<file path="config.mk">
export PLATFORM = sky130hd
export DESIGN_NAME = mrc_frame_ctl
export DESIGN_NICKNAME = d
export VERILOG_FILES = /design/src/hw/rtl/mrc_pkg.sv /design/src/hw/rtl/mrc_frame_ctl.sv
export SDC_FILE = /design/constraint.sdc
export NUM_CORES = 1
export LEC_CHECK = 0
export BUFFER_PORTS_ARGS = -buffer_cell sky130_fd_sc_hd__buf_4
export CORE_MARGIN = 2
export CORE_UTILIZATION = 52
export DETAILED_ROUTE_END_ITERATION = 7
export PLACE_DENSITY_LB_ADDON = 0.25
export SLEW_MARGIN = 20
export SYNTH_ARGS = -nofsm -noshare
export SYNTH_HDL_FRONTEND = slang
export SYNTH_SLANG_ARGS = --single-unit
</file>
<file path="constraint.sdc">
create_clock -name clk -period 3.36 [get_ports clk]
set_input_delay 0.168 -clock clk [delete_from_list [all_inputs] [get_ports clk]]
set_output_delay 0.168 -clock clk [all_outputs]
set_load 0.005 [all_outputs]
</file>
<file path="src/hw/rtl/mrc_pkg.sv">
// shared types, codes and crc function of the modbus rtu response checker
package mrc_pkg;

  localparam logic [2:0] ST_OK          = 3'd0;
  localparam logic [2:0] ST_ADDR_FUNC   = 3'd1;
  localparam logic [2:0] ST_UNSUPPORTED = 3'd2;
  localparam logic [2:0] ST_COUNT       = 3'd3;
  localparam logic [2:0] ST_CRC         = 3'd4;

  localparam logic [7:0] FN_READ_HOLDING = 8'd3;
  localparam logic [7:0] FN_READ_INPUT   = 8'd4;

  localparam logic [1:0] REG_EXP_ADDRESS  = 2'd0;
  localparam logic [1:0] REG_EXP_FUNCTION = 2'd1;
  localparam logic [1:0] REG_REQ_COUNT    = 2'd2;

  localparam logic [15:0] CRC_INIT = 16'hFFFF;
  localparam logic [15:0] CRC_POLY = 16'hA001;

  typedef struct packed {
    logic [7:0] exp_address;
    logic [7:0] exp_function;
    logic [6:0] req_count;
  } cfg_t;

  typedef struct packed {
    logic [15:0] crc;
    logic [2:0]  status;
  } result_t;

  // crc-16/modbus over one byte, lsb first
  function automatic logic [15:0] crc16_byte(input logic [15:0] crc_in,
                                             input logic [7:0]  data);
    logic [15:0] c;
    c = crc_in ^ {8'h00, data};
    for (int i = 0; i < 8; i++) begin
      c = c[0] ? ((c >> 1) ^ CRC_POLY) : (c >> 1);
    end
    return c;
  endfunction

endpackage

</file>
<file path="src/hw/rtl/mrc_frame_ctl.sv">
// frame tracking, field checks and crc accumulation, one byte per step
module mrc_frame_ctl (
  input  logic             clk,
  input  logic             rst_n,
  input  logic             step_en,
  input  logic [7:0]       rx_byte,
  input  logic             frame_start,
  input  mrc_pkg::cfg_t    cfg,
  output logic             res_valid,
  output mrc_pkg::result_t res
);
  import mrc_pkg::*;

  logic [15:0] crc_r, crc_nxt;
  logic [8:0]  pos_r, pos_nxt;
  logic [7:0]  rcount_r, rcount_nxt;
  logic [2:0]  err_r, err_nxt;
  logic [7:0]  crc_lo_r, crc_lo_nxt;
  logic        done_r, done_nxt;

  logic        active;
  logic [15:0] cur_crc;
  logic [8:0]  cur_pos;
  logic [7:0]  cur_rcount;
  logic [2:0]  cur_err;
  logic [7:0]  cur_lo;
  logic [15:0] crc_upd;
  logic [8:0]  data_end;
  logic [2:0]  fn_err;

  // a start byte sees a freshly cleared frame
  assign active     = step_en && (frame_start || !done_r);
  assign cur_crc    = frame_start ? CRC_INIT : crc_r;
  assign cur_pos    = frame_start ? 9'd0 : pos_r;
  assign cur_rcount = frame_start ? 8'd0 : rcount_r;
  assign cur_err    = frame_start ? ST_OK : err_r;
  assign cur_lo     = frame_start ? 8'd0 : crc_lo_r;
  assign crc_upd    = crc16_byte(cur_crc, rx_byte);
  assign data_end   = {1'b0, cur_rcount} + 9'd3;

  always_comb begin
    if (rx_byte != cfg.exp_function) begin
      fn_err = ST_ADDR_FUNC;
    end else if (cur_err == ST_OK && rx_byte != FN_READ_HOLDING &&
                 rx_byte != FN_READ_INPUT) begin
      fn_err = ST_UNSUPPORTED;
    end else begin
      fn_err = cur_err;
    end
  end

  always_comb begin
    crc_nxt    = crc_r;
    pos_nxt    = pos_r;
    rcount_nxt = rcount_r;
    err_nxt    = err_r;
    crc_lo_nxt = crc_lo_r;
    done_nxt   = done_r;
    res_valid  = 1'b0;
    res.status = err_r;
    res.crc    = crc_r;
    if (active) begin
      crc_nxt    = cur_crc;
      rcount_nxt = cur_rcount;
      err_nxt    = cur_err;
      crc_lo_nxt = cur_lo;
      done_nxt   = 1'b0;
      if (cur_pos == 9'd0) begin
        err_nxt = (rx_byte != cfg.exp_address) ? ST_ADDR_FUNC : cur_err;
        crc_nxt = crc_upd;
        pos_nxt = 9'd1;
      end else if (cur_pos == 9'd1) begin
        err_nxt = fn_err;
        crc_nxt = crc_upd;
        pos_nxt = 9'd2;
        if (fn_err != ST_OK) begin
          res_valid  = 1'b1;
          res.status = fn_err;
          res.crc    = crc_upd;
          done_nxt   = 1'b1;
        end
      end else if (cur_pos == 9'd2) begin
        rcount_nxt = rx_byte;
        crc_nxt    = crc_upd;
        pos_nxt    = 9'd3;
        if (rx_byte[7:1] != cfg.req_count) begin
          err_nxt    = ST_COUNT;
          res_valid  = 1'b1;
          res.status = ST_COUNT;
          res.crc    = crc_upd;
          done_nxt   = 1'b1;
        end
      end else if (cur_pos < data_end) begin
        crc_nxt = crc_upd;
        pos_nxt = cur_pos + 9'd1;
      end else if (cur_pos == data_end) begin
        crc_lo_nxt = rx_byte;
        pos_nxt    = cur_pos + 9'd1;
      end else begin
        // high crc byte: compare both received crc bytes
        err_nxt    = (cur_lo != cur_crc[7:0] || rx_byte != cur_crc[15:8]) ? ST_CRC : ST_OK;
        res_valid  = 1'b1;
        res.status = err_nxt;
        res.crc    = cur_crc;
        done_nxt   = 1'b1;
      end
    end
  end

  always_ff @(posedge clk) begin
    if (!rst_n) begin
      crc_r    <= CRC_INIT;
      pos_r    <= '0;
      rcount_r <= '0;
      err_r    <= ST_OK;
      crc_lo_r <= '0;
      done_r   <= 1'b1;
    end else begin
      crc_r    <= crc_nxt;
      pos_r    <= pos_nxt;
      rcount_r <= rcount_nxt;
      err_r    <= err_nxt;
      crc_lo_r <= crc_lo_nxt;
      done_r   <= done_nxt;
    end
  end

endmodule

</file>
==> flow_summary.json <==
{
  "cp.required_ns": 3.19,
  "htreeDepth": 2,
  "setup_tns_ns": -2.37,
  "io-pin-count": 55,
  "synthArstFlopShare": 0,
  "insertedDiodeCount": 0,
  "cts-buffers-inserted": 5,
  "grt_use_total": 0.292,
  "synth_compound_area_frac": 0.263,
  "power.density_nw_per_um2": 317,
  "irDropWorstVdd_mv": 0.220,
  "crit-reg2reg-launch": "rcount_r[0]",
  "insertion_delay_ns": 0.31,
  "syn_area_per_cell_um2": 7.85,
  "finalHoldViolCount": 0,
  "cp-start-kind": "flop",
  "die_area_um2": 7660,
  "grt-busiest-layer": "met2",
  "crit_end": "res[13]",
  "rsz0062_at_grt": "true",
  "fp.dieW_um": 87.5,
  "postPlaceCellArea_um2": 4220,
  "p_leak_nw": 1.74,
  "cts_tree": "yes",
  "clock_path_buffers": 2,
  "crit_type": "flop to primary output",
  "drt_first_pass_iters": 5,
  "place_congestion": 0.932,
  "ys_seq_area_frac": 0.248,
  "synth_top_family_by_area": "compound AO/OA/AOI/OAI gates",
  "whs_ns": 0.172,
  "ant_nets": 0,
  "reg2reg_to": "pos_r[2]",
  "area_growth_pct": 27.7,
  "first_iter_violations": 330,
  "grt_pass1_vias": 3547,
  "drc": 0,
  "drv_slew": 0,
  "grt_pass1_wl_um": 17600,
  "synth-adder-area-share": 0.0448,
  "worst_pin_slew_ns": 0.845,
  "fin_skew_ns": 0.0172,
  "synth_edf_count": 0,
  "std_cell_rows": 30,
  "core_um2": 6760,
  "cts-root-buf": "clkbuf_8",
  "hpwl_um": 7660,
  "synth_cells": 462,
  "status": "complete, but fails checks",
  "hold_path.class": "primary input to flop",
  "grt_max_degree": 38,
  "gr-total-overflow": 0,
  "synth-xor-area-share": 0.177,
  "final_common_cell": "buf_4",
  "cts_sinks": 45,
  "worst_slack_ns": -0.168,
  "use_met1": 0.387,
  "syn_nets": 510,
  "synthMuxAreaShare": 0.00586,
  "synth_seq_cells": 45,
  "max_freq_mhz": 283,
  "timing.final.crit_share": 1.05,
  "cap_violations": 0,
  "drt-total-wl_um": 11300,
  "layout_common_cells": "89 x buf_4, 51 x xnor2_1, 49 x nor2_1",
  "met2_usage": 0.497,
  "grtUsageMet3": 0.0452,
  "crit_arrival_ns": 3.36,
  "vias": 3800,
  "initial_core_util": 0.537,
  "routedWlPerCell_um": 18.7,
  "viasPerCell": 6.28,
  "ys.flop_type": "dfxtp_1",
  "violations": "setup timing",
  "synth.cell_area_um2": 3630,
  "stdcell_area_um2": 4630,
  "ys_types": 67,
  "fin_crit_ns": 3.53,
  "ff2ff_path_depth": 14,
  "yosysWarnings": 0,
  "finalNetCount": 572,
  "path_clk_slew_ns": 0.10,
  "rrSetupSlack_ns": 0.01,
  "portBuffers": 54,
  "drive_gt1_frac": 0.269,
  "timing.slew.headroom": 0.433,
  "critPathMaxFanout": 7,
  "antenna_found_initial": 0,
  "finalSetupViolCount": 19,
  "synth_simple_gate_area_frac": 0.202,
  "die_y_um": 87.5,
  "startpoint": "rcount_r[0]",
  "cp-end-kind": "primary output",
  "fill_cells": 545
}
-- cells in the mapped netlist (3+ instances only) --
library cell  instances  area share
a211oi_1              5       0.010
a21o_1                3      0.0062
a21oi_1              20       0.028
a22oi_1              17       0.035
a31o_2                3      0.0072
a31oi_1               5      0.0086
and3_1                3      0.0052
buf_1                 3      0.0031
buf_2                 8       0.011
clkbuf_1             24       0.025
dfxtp_1              45        0.25
ha_1                 13       0.045
inv_1                11       0.011
nand2_1              41       0.042
nand2b_1              3      0.0052
nand3_1               9       0.012
nand4_1               9       0.016
nor2_1               49       0.051
nor2b_1              11       0.019
nor3_1                8       0.011
nor4_1                4      0.0069
o211ai_1              4      0.0083
o21ai_0              16       0.022
o21ai_1               3      0.0041
o22a_1               11       0.027
o22ai_1              11       0.019
o32a_1                5       0.014
o32ai_1               5       0.012
xnor2_1              52        0.13
xor2_1               16       0.039
-- registers in the layout, summed over array words and instances (netlist names) --
| register | cells |
|---|---|
| err_r | 3 |
| crc_lo_r | 8 |
| pos_r | 9 |
| rcount_r | 8 |
| crc_r | 16 |
| done_r | 1 |
-- worst max-delay path, stage by stage (launching register included) --
cell	delay (ns)
dfxtp_2	0.35
o21a_1	0.15
nand2_2	0.08
nor3b_4	0.23
nand2_1	0.14
xnor2_1	0.20
nand2_1	0.13
ha_4	0.24
a22o_1	0.26
o41ai_4	0.33
a21boi_4	0.13
a31oi_4	0.21
nor2_4	0.08
clkbuf_16	0.17
o22a_1	0.20
buf_4	0.13
-- stage by stage --
stage          utilization  total power [mW]  setup slack (ns)  std cells
3_3_place_gp         0.625              1.02           -0.0141        589
6_report             0.686              1.47            -0.168        605
2_1_floorplan            -             0.885            0.0321        462
5_1_grt              0.686              1.54            -0.293        605
3_5_place_dp         0.625              1.03            -0.189        589
4_1_cts              0.665              1.45          -0.00605        602
-- cells by family (layout without fill, tap and decap cells) --
| logic type | count (synthesis) | count (layout) |
|---|---|---|
| simple gates | 152 | 152 |
| compound gates | 130 | 130 |
| xor+xnor | 70 | 70 |
| buf+inv | 50 | 113 |
| flops | 45 | 45 |
| fa+ha+maj | 13 | 13 |
| mux | 2 | 2 |
-- layout make-up --
cell class,count,area [µm²],area share
Inverter,12,45.0,0.00972
Tap cell,80,100,0.0216
Multi-Input combinational cell,367,2740,0.591
Timing Repair Buffer,93,736,0.159
Clock buffer,6,72.6,0.0157
Sequential cell,45,905,0.195
Clock inverter,2,38.8,0.00837
-- worst min-delay path by stage --
stage                            from           to  slack, ns  depth (start not counted)
after floorplan                 rst_n     crc_r[0]       0.36                          2
after global placement    crc_lo_r[1]  crc_lo_r[1]       0.48                          2
after detailed placement        rst_n     crc_r[6]       0.49                          2
after CTS                       rst_n     crc_r[6]       0.17                          2
after global routing            rst_n     crc_r[6]       0.17                          2
final                           rst_n    crc_r[14]       0.17                          2
-- metal layers --
layer  share of wire  vias up
met5               0        -
met4           0.018        0
met3           0.069       22
met2            0.48      158
met1            0.43     1830
li1                -     1790
-- report_power, final --
part / switching (mW) / internal, mW
Clock: 0.201 / 0.224
Sequential: 0.0343 / 0.555
Combinational: 0.235 / 0.219
Total: 0.470 / 0.998
-- what timing repair did --
| item | 4_1_cts | 5_1_grt |
|---|---|---|
| hold buffers | 0 | 0 |
| resized for setup | 26 | 17 |
| endpoints found under the hold margin | 0 | 0 |
| pin swaps | 21 | 10 |
| buffers inserted | 6 | 3 |
| setup endpoints to repair | 28 | 40 |
| cloned | 0 | 1 |
(Power assumes the default switching activity.)
